`src/rtl/utf8p_pkg.sv`:
```
`timescale 1ns / 1ps

package utf8p_pkg;

    // Width of the internal line and column counters; results carry the low 16 bits.
    localparam int LINE_BITS    = 16;
    localparam int COLUMN_BITS  = 16;
    localparam int POS_OUT_BITS = 16;
    localparam int CP_BITS      = 21;

    localparam logic [CP_BITS-1:0] REPLACEMENT_CP = 21'h00FFFD;
    localparam logic [CP_BITS-1:0] NEWLINE_CP     = 21'h00000A;

    // One input word expands into a run of up to four result words: a block of
    // replacement characters, at most one decoded character, more replacements.
    typedef struct packed {
        logic [2:0]         n;         // result words in the run, 0..4
        logic               has_char;  // one entry is a well formed character
        logic [1:0]         char_idx;  // its place in the run
        logic [CP_BITS-1:0] cp;        // its code point
        logic [2:0]         nb;        // its byte count
        logic               eos;       // positions return to 1:1 after the run
    } run_t;

    function automatic logic [POS_OUT_BITS-1:0] line_out(input logic [LINE_BITS-1:0] v);
        logic [LINE_BITS+POS_OUT_BITS-1:0] wide;
        wide = {{POS_OUT_BITS{1'b0}}, v};
        return wide[POS_OUT_BITS-1:0];
    endfunction

    function automatic logic [POS_OUT_BITS-1:0] column_out(input logic [COLUMN_BITS-1:0] v);
        logic [COLUMN_BITS+POS_OUT_BITS-1:0] wide;
        wide = {{POS_OUT_BITS{1'b0}}, v};
        return wide[POS_OUT_BITS-1:0];
    endfunction

endpackage

```
`src/rtl/utf8p_if.sv`:
```
`timescale 1ns / 1ps

interface utf8p_in_if;
    logic       valid;
    logic       ready;
    logic [7:0] data_byte;
    logic       end_of_source;

    modport source (output valid, output data_byte, output end_of_source, input ready);
    modport sink   (input valid, input data_byte, input end_of_source, output ready);
endinterface

interface utf8p_out_if;
    logic                                  valid;
    logic                                  ready;
    logic [utf8p_pkg::CP_BITS-1:0]         codepoint;
    logic                                  char_valid;
    logic [2:0]                            byte_count;
    logic [utf8p_pkg::POS_OUT_BITS-1:0]    line_number;
    logic [utf8p_pkg::POS_OUT_BITS-1:0]    column_number;
    logic                                  last_of_run;

    modport source (output valid, output codepoint, output char_valid, output byte_count,
                    output line_number, output column_number, output last_of_run,
                    input ready);
    modport sink   (input valid, input codepoint, input char_valid, input byte_count,
                    input line_number, input column_number, input last_of_run,
                    output ready);
endinterface

```
`src/rtl/utf8p_decode.sv`:
```
`timescale 1ns / 1ps

module utf8p_decode (
    input  logic              clk,
    input  logic              rst_n,
    input  logic              in_valid,
    output logic              in_ready,
    input  logic [7:0]        data_byte,
    input  logic              end_of_source,
    input  logic              run_take,
    output logic              run_valid,
    output utf8p_pkg::run_t   run
);

    localparam logic [1:0] CONT_TAG  = 2'b10;
    localparam logic [2:0] LEAD2_TAG = 3'b110;
    localparam logic [3:0] LEAD3_TAG = 4'b1110;
    localparam logic [4:0] LEAD4_TAG = 5'b11110;

    logic [1:0]                     need_reg, need_next;
    logic [1:0]                     held_reg, held_next;
    logic [utf8p_pkg::CP_BITS-1:0]  part_reg, part_next;
    logic                           run_valid_reg, run_valid_next;
    utf8p_pkg::run_t                run_reg, run_next;

    logic                           accept;
    logic                           is_cont;
    logic [utf8p_pkg::CP_BITS-1:0]  ext_cp;
    logic [1:0]                     held_inc;
    logic [2:0]                     pre_cnt;
    logic [2:0]                     post_cnt;
    logic                           mid_char;
    logic                           mid_bad;
    logic [utf8p_pkg::CP_BITS-1:0]  char_cp;
    logic [2:0]                     char_nb;

    assign in_ready  = !run_valid_reg || run_take;
    assign accept    = in_valid && in_ready;
    assign run_valid = run_valid_reg;
    assign run       = run_reg;

    assign is_cont  = (data_byte[7:6] == CONT_TAG);
    assign ext_cp   = {part_reg[utf8p_pkg::CP_BITS-7:0], data_byte[5:0]};
    assign held_inc = held_reg + 2'd1;

    always_comb
    begin
        need_next = need_reg;
        held_next = held_reg;
        part_next = part_reg;
        pre_cnt   = 3'd0;
        post_cnt  = 3'd0;
        mid_char  = 1'b0;
        mid_bad   = 1'b0;
        char_cp   = '0;
        char_nb   = 3'd1;

        if (need_reg != 2'd0 && is_cont)
        begin
            if (held_inc >= need_reg)
            begin
                mid_char  = 1'b1;
                char_cp   = ext_cp;
                char_nb   = {1'b0, need_reg} + 3'd1;
                need_next = 2'd0;
                held_next = 2'd0;
                part_next = '0;
            end
            else
            begin
                held_next = held_inc;
                part_next = ext_cp;
            end
        end
        else
        begin
            // broken sequence: one replacement for the lead and one per held byte
            if (need_reg != 2'd0)
                pre_cnt = {1'b0, held_reg} + 3'd1;
            need_next = 2'd0;
            held_next = 2'd0;
            part_next = '0;
            if (!data_byte[7])
            begin
                mid_char = 1'b1;
                char_cp  = {{(utf8p_pkg::CP_BITS-8){1'b0}}, data_byte};
            end
            else if (data_byte[7:5] == LEAD2_TAG)
            begin
                need_next = 2'd1;
                part_next = {{(utf8p_pkg::CP_BITS-5){1'b0}}, data_byte[4:0]};
            end
            else if (data_byte[7:4] == LEAD3_TAG)
            begin
                need_next = 2'd2;
                part_next = {{(utf8p_pkg::CP_BITS-4){1'b0}}, data_byte[3:0]};
            end
            else if (data_byte[7:3] == LEAD4_TAG)
            begin
                need_next = 2'd3;
                part_next = {{(utf8p_pkg::CP_BITS-3){1'b0}}, data_byte[2:0]};
            end
            else
            begin
                mid_bad = 1'b1;
            end
        end

        // end of source flushes whatever is still pending, then clears
        if (end_of_source)
        begin
            if (need_next != 2'd0)
                post_cnt = {1'b0, held_next} + 3'd1;
            need_next = 2'd0;
            held_next = 2'd0;
            part_next = '0;
        end
    end

    always_comb
    begin
        run_next.n        = pre_cnt + {2'b00, (mid_char || mid_bad)} + post_cnt;
        run_next.has_char = mid_char;
        run_next.char_idx = pre_cnt[1:0];
        run_next.cp       = char_cp;
        run_next.nb       = char_nb;
        run_next.eos      = end_of_source;

        if (accept)
            run_valid_next = (run_next.n != 3'd0);
        else if (run_take)
            run_valid_next = 1'b0;
        else
            run_valid_next = run_valid_reg;
    end

    always_ff @(posedge clk or negedge rst_n)
    begin
        if (!rst_n)
        begin
            need_reg      <= 2'd0;
            held_reg      <= 2'd0;
            part_reg      <= '0;
            run_valid_reg <= 1'b0;
        end
        else
        begin
            run_valid_reg <= run_valid_next;
            if (accept)
            begin
                need_reg <= need_next;
                held_reg <= held_next;
                part_reg <= part_next;
            end
        end
    end

    always_ff @(posedge clk)
    begin
        if (accept)
            run_reg <= run_next;
    end

endmodule

```
`src/rtl/utf8p_emit.sv`:
```
`timescale 1ns / 1ps

module utf8p_emit (
    input  logic                    clk,
    input  logic                    rst_n,
    input  logic                    run_valid,
    input  utf8p_pkg::run_t         run,
    output logic                    run_take,
    utf8p_out_if.source             chars
);

    logic [1:0]                          idx_reg, idx_next;
    logic [utf8p_pkg::LINE_BITS-1:0]     line_reg, line_next;
    logic [utf8p_pkg::COLUMN_BITS-1:0]   col_reg, col_next;
    logic                                out_valid_reg, out_valid_next;
    logic [utf8p_pkg::CP_BITS-1:0]       cp_reg;
    logic                                cv_reg;
    logic [2:0]                          nb_reg;
    logic [utf8p_pkg::POS_OUT_BITS-1:0]  ln_reg;
    logic [utf8p_pkg::POS_OUT_BITS-1:0]  cn_reg;
    logic                                last_reg;

    logic                                advance;
    logic                                is_char;
    logic                                is_last;
    logic [utf8p_pkg::CP_BITS-1:0]       cur_cp;
    logic [2:0]                          cur_nb;
    logic                                is_newline;

    assign advance    = run_valid && (!out_valid_reg || chars.ready);
    assign is_char    = run.has_char && (idx_reg == run.char_idx);
    assign is_last    = (({1'b0, idx_reg} + 3'd1) == run.n);
    assign cur_cp     = is_char ? run.cp : utf8p_pkg::REPLACEMENT_CP;
    assign cur_nb     = is_char ? run.nb : 3'd1;
    assign is_newline = is_char && (run.cp == utf8p_pkg::NEWLINE_CP);
    assign run_take   = advance && is_last;

    always_comb
    begin
        idx_next  = idx_reg;
        line_next = line_reg;
        col_next  = col_reg;
        if (advance)
        begin
            idx_next = is_last ? 2'd0 : idx_reg + 2'd1;
            if (is_last && run.eos)
            begin
                line_next = {{(utf8p_pkg::LINE_BITS-1){1'b0}}, 1'b1};
                col_next  = {{(utf8p_pkg::COLUMN_BITS-1){1'b0}}, 1'b1};
            end
            else if (is_newline)
            begin
                if (line_reg != {utf8p_pkg::LINE_BITS{1'b1}})
                    line_next = line_reg + 1'b1;
                col_next = {{(utf8p_pkg::COLUMN_BITS-1){1'b0}}, 1'b1};
            end
            else if (col_reg != {utf8p_pkg::COLUMN_BITS{1'b1}})
            begin
                col_next = col_reg + 1'b1;
            end
        end

        if (advance)
            out_valid_next = 1'b1;
        else if (chars.ready)
            out_valid_next = 1'b0;
        else
            out_valid_next = out_valid_reg;
    end

    always_ff @(posedge clk or negedge rst_n)
    begin
        if (!rst_n)
        begin
            idx_reg       <= 2'd0;
            line_reg      <= {{(utf8p_pkg::LINE_BITS-1){1'b0}}, 1'b1};
            col_reg       <= {{(utf8p_pkg::COLUMN_BITS-1){1'b0}}, 1'b1};
            out_valid_reg <= 1'b0;
        end
        else
        begin
            idx_reg       <= idx_next;
            line_reg      <= line_next;
            col_reg       <= col_next;
            out_valid_reg <= out_valid_next;
        end
    end

    always_ff @(posedge clk)
    begin
        if (advance)
        begin
            cp_reg   <= cur_cp;
            cv_reg   <= is_char;
            nb_reg   <= cur_nb;
            ln_reg   <= utf8p_pkg::line_out(line_reg);
            cn_reg   <= utf8p_pkg::column_out(col_reg);
            last_reg <= is_last;
        end
    end

    assign chars.valid         = out_valid_reg;
    assign chars.codepoint     = cp_reg;
    assign chars.char_valid    = cv_reg;
    assign chars.byte_count    = nb_reg;
    assign chars.line_number   = ln_reg;
    assign chars.column_number = cn_reg;
    assign chars.last_of_run   = last_reg;

endmodule

```
`src/rtl/utf8_decoder_with_position_unit.sv`:
```
`timescale 1ns / 1ps

// Streaming UTF-8 decoder that tags each character with its source line and column.
// bytes: one source byte per word, end_of_source marks the last byte of a source.
// chars: one word per character: code point (U+FFFD on error), char_valid,
//        byte_count, 1-based line and column where it starts, last_of_run.
// A byte that only starts or extends a sequence yields no word; a byte that breaks
// a sequence or ends the source can yield up to four words, the last flagged
// last_of_run. A byte's first word passes the decode (run) register, then the output
// register. A byte that yields zero or one word is taken at one byte per cycle while
// the receiver keeps up; a byte that yields several words holds the byte channel
// until the single output register has drained them, one word per cycle while the
// receiver is ready. If the receiver stalls, the output word holds, the run register
// behind it fills, and bytes.ready drops until room frees up.
// Reset clears any pending sequence and sets line and column to 1; end of source
// does the same after its flushed words.
module utf8_decoder_with_position_unit (
    input  logic          clk,
    input  logic          rst_n,
    utf8p_in_if.sink      bytes,
    utf8p_out_if.source   chars
);

    // decoded run of result words handed from the decode stage to the emitter
    logic              run_valid;
    logic              run_take;
    utf8p_pkg::run_t   run;

    // decode stage: sequence state plus the run register
    utf8p_decode u_decode (
        .clk           (clk),
        .rst_n         (rst_n),
        .in_valid      (bytes.valid),
        .in_ready      (bytes.ready),
        .data_byte     (bytes.data_byte),
        .end_of_source (bytes.end_of_source),
        .run_take      (run_take),
        .run_valid     (run_valid),
        .run           (run)
    );

    // emitter: walks the run one word per cycle while the receiver is ready, owns line/column counters
    utf8p_emit u_emit (
        .clk       (clk),
        .rst_n     (rst_n),
        .run_valid (run_valid),
        .run       (run),
        .run_take  (run_take),
        .chars     (chars)
    );

endmodule

```
`src/flat_wrapper.sv`:
```
// flat-port wrapper written by rule: the top's interface ports become plain ports
module utf8_decoder_with_position_unit_flat 
  (clk, rst_n, bytes_valid, bytes_data_byte, bytes_end_of_source, bytes_ready, chars_valid, chars_codepoint, chars_char_valid, chars_byte_count, chars_line_number, chars_column_number, chars_last_of_run, chars_ready);
  utf8p_in_if bytes_i ();
  utf8p_out_if chars_i ();
  input  logic clk;
  input  logic rst_n;
  input wire logic [$bits(bytes_i.valid)-1:0] bytes_valid;
  input wire logic [$bits(bytes_i.data_byte)-1:0] bytes_data_byte;
  input wire logic [$bits(bytes_i.end_of_source)-1:0] bytes_end_of_source;
  output wire logic [$bits(bytes_i.ready)-1:0] bytes_ready;
  output wire logic [$bits(chars_i.valid)-1:0] chars_valid;
  output wire logic [$bits(chars_i.codepoint)-1:0] chars_codepoint;
  output wire logic [$bits(chars_i.char_valid)-1:0] chars_char_valid;
  output wire logic [$bits(chars_i.byte_count)-1:0] chars_byte_count;
  output wire logic [$bits(chars_i.line_number)-1:0] chars_line_number;
  output wire logic [$bits(chars_i.column_number)-1:0] chars_column_number;
  output wire logic [$bits(chars_i.last_of_run)-1:0] chars_last_of_run;
  input wire logic [$bits(chars_i.ready)-1:0] chars_ready;
  assign bytes_i.valid = bytes_valid;
  assign bytes_i.data_byte = bytes_data_byte;
  assign bytes_i.end_of_source = bytes_end_of_source;
  assign bytes_ready = bytes_i.ready;
  assign chars_valid = chars_i.valid;
  assign chars_codepoint = chars_i.codepoint;
  assign chars_char_valid = chars_i.char_valid;
  assign chars_byte_count = chars_i.byte_count;
  assign chars_line_number = chars_i.line_number;
  assign chars_column_number = chars_i.column_number;
  assign chars_last_of_run = chars_i.last_of_run;
  assign chars_i.ready = chars_ready;
  utf8_decoder_with_position_unit u_core (.clk(clk), .rst_n(rst_n), .bytes(bytes_i), .chars(chars_i));
endmodule
```
`config.mk`:
```
export PLATFORM = sky130hd
export DESIGN_NAME = utf8_decoder_with_position_unit_flat
export DESIGN_NICKNAME = d
export VERILOG_FILES = /design/src/rtl/utf8p_pkg.sv /design/src/rtl/utf8p_if.sv /design/src/rtl/utf8p_decode.sv /design/src/rtl/utf8p_emit.sv /design/src/rtl/utf8_decoder_with_position_unit.sv /design/src/flat_wrapper.sv
export SDC_FILE = /design/constraint.sdc
export NUM_CORES = 1
export LEC_CHECK = 0
export ABC_CLOCK_PERIOD_IN_PS = 3400
export BUFFER_PORTS_ARGS = -buffer_cell sky130_fd_sc_hd__buf_2
export CAP_MARGIN = 25
export CORE_MARGIN = 1
export CORE_UTILIZATION = 40
export CTS_CLUSTER_DIAMETER = 200
export DETAILED_ROUTE_END_ITERATION = 10
export PLACE_DENSITY = 0.68
export SETUP_SLACK_MARGIN = 0.1
export SLEW_MARGIN = 10
export SYNTH_ARGS = -nofsm -noshare
export SYNTH_HDL_FRONTEND = slang
export SYNTH_SLANG_ARGS = --single-unit
```
`constraint.sdc`:
```
create_clock -name clk -period 3.4 [get_ports clk]
set_input_delay 0.17 -clock clk [delete_from_list [all_inputs] [get_ports clk]]
set_output_delay 0.17 -clock clk [all_outputs]
set_load 0.1 [all_outputs]
```
==> qor.yml <==
cells_and_area:
  area.sequential_um2: 4051
  area_growth_pct: 21.75
  drive_gt1_share_pct: 23.06
  n_fill_cell: 1332
  layout_commonest_cell: "edfxtp_1"
  multi_input_area_um2: 2211
  diodes: 0
  largest_reg_flops: 31
  nNetsFinal: 631
  layout_common_cells: "89 x edfxtp_1, 72 x buf_2, 63 x nand2_1"
pwr:
  p_int_w: 0.003999
  powerDensity_nw_per_um2: 900.7
  ir_worst_vdd_mv: 0.3823
  p_comb_share_pct: 35.2
  clkPwrFrac_pct: 28.0
  p_leak_nw: 3.031
  p_sw_share_pct: 42.20
  seqPwrFrac_pct: 36.8
  power_switching_w: 0.002920
critical_path:
  cp_top_family: "adder cells"
  critical_path_class: "flip-flop to flip-flop"
  cp_num_buf_inv: 1
  critPathMaxStageDelay_ns: 0.41
  start_kind: "flip-flop"
  worst_r2r_path_depth: 12
  cp_cell_sequence: "buf_4, ha_1, nand2b_4, a21oi_4, nor3_1, nand2b_1, or2_2, fa_1, fa_2, xor2_1, nand3b_1, o221a_1"
  worstPathRequired_ns: 3.71
  cp.depth: 12
  critPathCaptureType: "flip-flop"
  worstPathArrival_ns: 3.58
  slowest_stage: "dfrtp_1"
  crit_path_max_fanout: 5
synthesis:
  synth_area_um2: 6310
  synth_ff_type: "edfxtp_1"
  synth.area.top_cells: "edfxtp_1 42%, dfrtp_1 21%, nand2_1 3.7%"
  synth.top_cell.area_share_pct: 42.36
  synth-edff-count: 89
  ys_types: 65
  ys_seq_area_share_pct: 64.21
  yosysWarningCount: 0
  syn-mean-instance-area_um2: 12.20
  synth_nets: 541
  synth-async-reset-ratio_pct: 38.19
  ys_ff_latch: 144
  synth_top_area_cell: "edfxtp_1"
  syn_inst: 517
floorplanning:
  start_util_pct: 41.20
  die_y_um: 127.6
  die-area_um2: 16280
  fp.dieW_um: 127.6
  coreArea_um2: 15310
  io-pin-count: 73
  rows: 45
detailed_routing:
  routed_wirelength_um: 12840
  vias: 4283
  viasPerCell: 5.154
  drc: 0
  drt_iter0_drc: 412
  ant_nets: 0
  drt_first_pass_iters: 5
  avgRoutedWirePerCell_um: 15.46
job:
  drv_cap: 0
grt:
  grt_usage_pct: 16.65
  grt_max_degree: 39
  grt_pass1_vias: 4169
  antenna_found_initial: 0
  grt_first_pass_wirelength_um: 20860
  overflow: 0
placement:
  hpwl_um: 8571
  gp_congestion: 0.9072
  port_buffers: 72
clock_tree:
  cts_tree: "yes"
  cts_buffer_depth: 2
  cts_sinks: 144
  clock_latency_ns: 0.43
  cts-root-buf: "clkbuf_16"
  path_clk_slew_ns: 0.06
  htree_levels: 4
  cts_buffers: 17
timing:
  hold_violations: 0
  setup-tns-final_ns: 0
  tightest_slew_ns: 0.8859
  final.min_clock_period_ns: 3.271
  max_slew_margin_pct: 40.72
  whs_ns: 0.008038
  setup_viol: 0
  max_freq_mhz: 305.7
  rsz0062_at_grt: "false"
  period_share_pct: 96.20
  skew_ns: 0.01453
  drv_slew: 0
hold_path:
  worst_hold_path_type: "primary input to flip-flop"
  whs_path_depth: 3
outcome:
  status: "finished clean"
==> worst paths after layout <==
| path | from | end | slack, ns |
|---|---|---|---|
| max | u_core.u_decode.held_reg[0] | u_core.u_decode.run_valid | 0.13 |
| min in group asynchronous | rst_n | u_core.u_decode.part_reg[12] | 0.33 |
| max reg2reg | u_core.u_decode.held_reg[0] | u_core.u_decode.run_valid | 0.13 |
| min | bytes_data_byte[0] | u_core.u_decode.part_reg[0] | 0.008 |
| max in group asynchronous | rst_n | u_core.u_emit.line_reg[0] | 2.18 |
| min reg2reg | u_core.u_decode.part_reg[13] | u_core.u_decode.part_reg[13] | 0.46 |
==> through the flow <==
stage                     instance area (um^2)  power, W  util, %  setup WS (ns)  std cells
after floorplan                           6311  0.004512        -         0.1229        517
after global placement                    6955  0.004922    45.42         0.1998        795
after detailed placement                  6955  0.004977    45.42        0.01101        795
after CTS                                 7611  0.006924    49.70         0.1051        830
after global routing                      7682  0.007196    50.16        0.01000        831
final                                     7682  0.006919    50.16         0.1291        831
==> Yosys cell counts (3+ instances only) <==
cell / instances
nor4_2: 4
o2111ai_1: 3
a31oi_1: 3
nand4_1: 8
buf_2: 6
o21ai_0: 8
o21ai_1: 13
clkbuf_1: 8
nand2b_1: 22
xnor2_1: 7
or3_1: 3
o21a_1: 3
nand3_1: 27
and3_1: 9
nand2_1: 63
nor3_1: 12
nor2b_1: 5
edfxtp_1: 89
xor2_1: 9
o31ai_1: 8
dfrtp_1: 53
ha_1: 9
nor2_1: 25
a21o_1: 3
inv_1: 10
and2_1: 37
nor4_1: 8
a21oi_1: 16
==> power groups by stage <==
stage               Sequential [W]  Clock (W)  Combinational, W
floorplan                  0.00374          0          0.000771
global placement           0.00257          0           0.00236
detailed placement         0.00258          0           0.00240
CTS                        0.00255    0.00196           0.00241
global route               0.00259    0.00204           0.00257
finish                     0.00255    0.00194           0.00243
==> metal layers <==
layer | up-vias | track usage [%] | share of wire, %
met1 | 2051 | 21.67 | 46
met3 | 30 | 3.266 | 4.4
met2 | 141 | 26.45 | 47
met4 | 0 | 8.858 | 2.8
li1 | 2061 | - | -
met5 | - | 0 | 0
==> tightest hold or removal path: stages <==
cell and delay, ns:
buf_2 0.10, nand3_1 0.06, nand2_1 0.07
==> kinds of logic (layout without fill, tap and decap cells) <==
kind of cell,Yosys count,after routing,share of synthesized area [%]
compound gates,76,76,8.150
flops,144,144,64.21
simple gates,239,239,20.48
buf+inv,28,131,1.844
mux,1,1,0.1586
fa+ha+maj,11,11,2.419
xor+xnor,18,18,2.737
==> what timing repair did <==
| item | in CTS | in global routing |
|---|---|---|
| setup buffers | 0 | 1 |
| setup endpoints to repair | 1 | 3 |
| pin swaps | 0 | 2 |
| hold buffers | 3 | 0 |
| hold endpoints to repair | 29 | 0 |
| cloned | 0 | 0 |
| resized for setup | 2 | 10 |
==> cell type report <==
class | instances | share of cell area, %
multi-input cells | 345 | 28.78
repair buffers | 86 | 6.319
inverters | 13 | 0.6515
well taps | 211 | 3.436
flip-flops and latches | 144 | 52.74
clock buffers | 19 | 6.042
clock inverters | 13 | 2.036
Power figures use the tool's default switching activity.
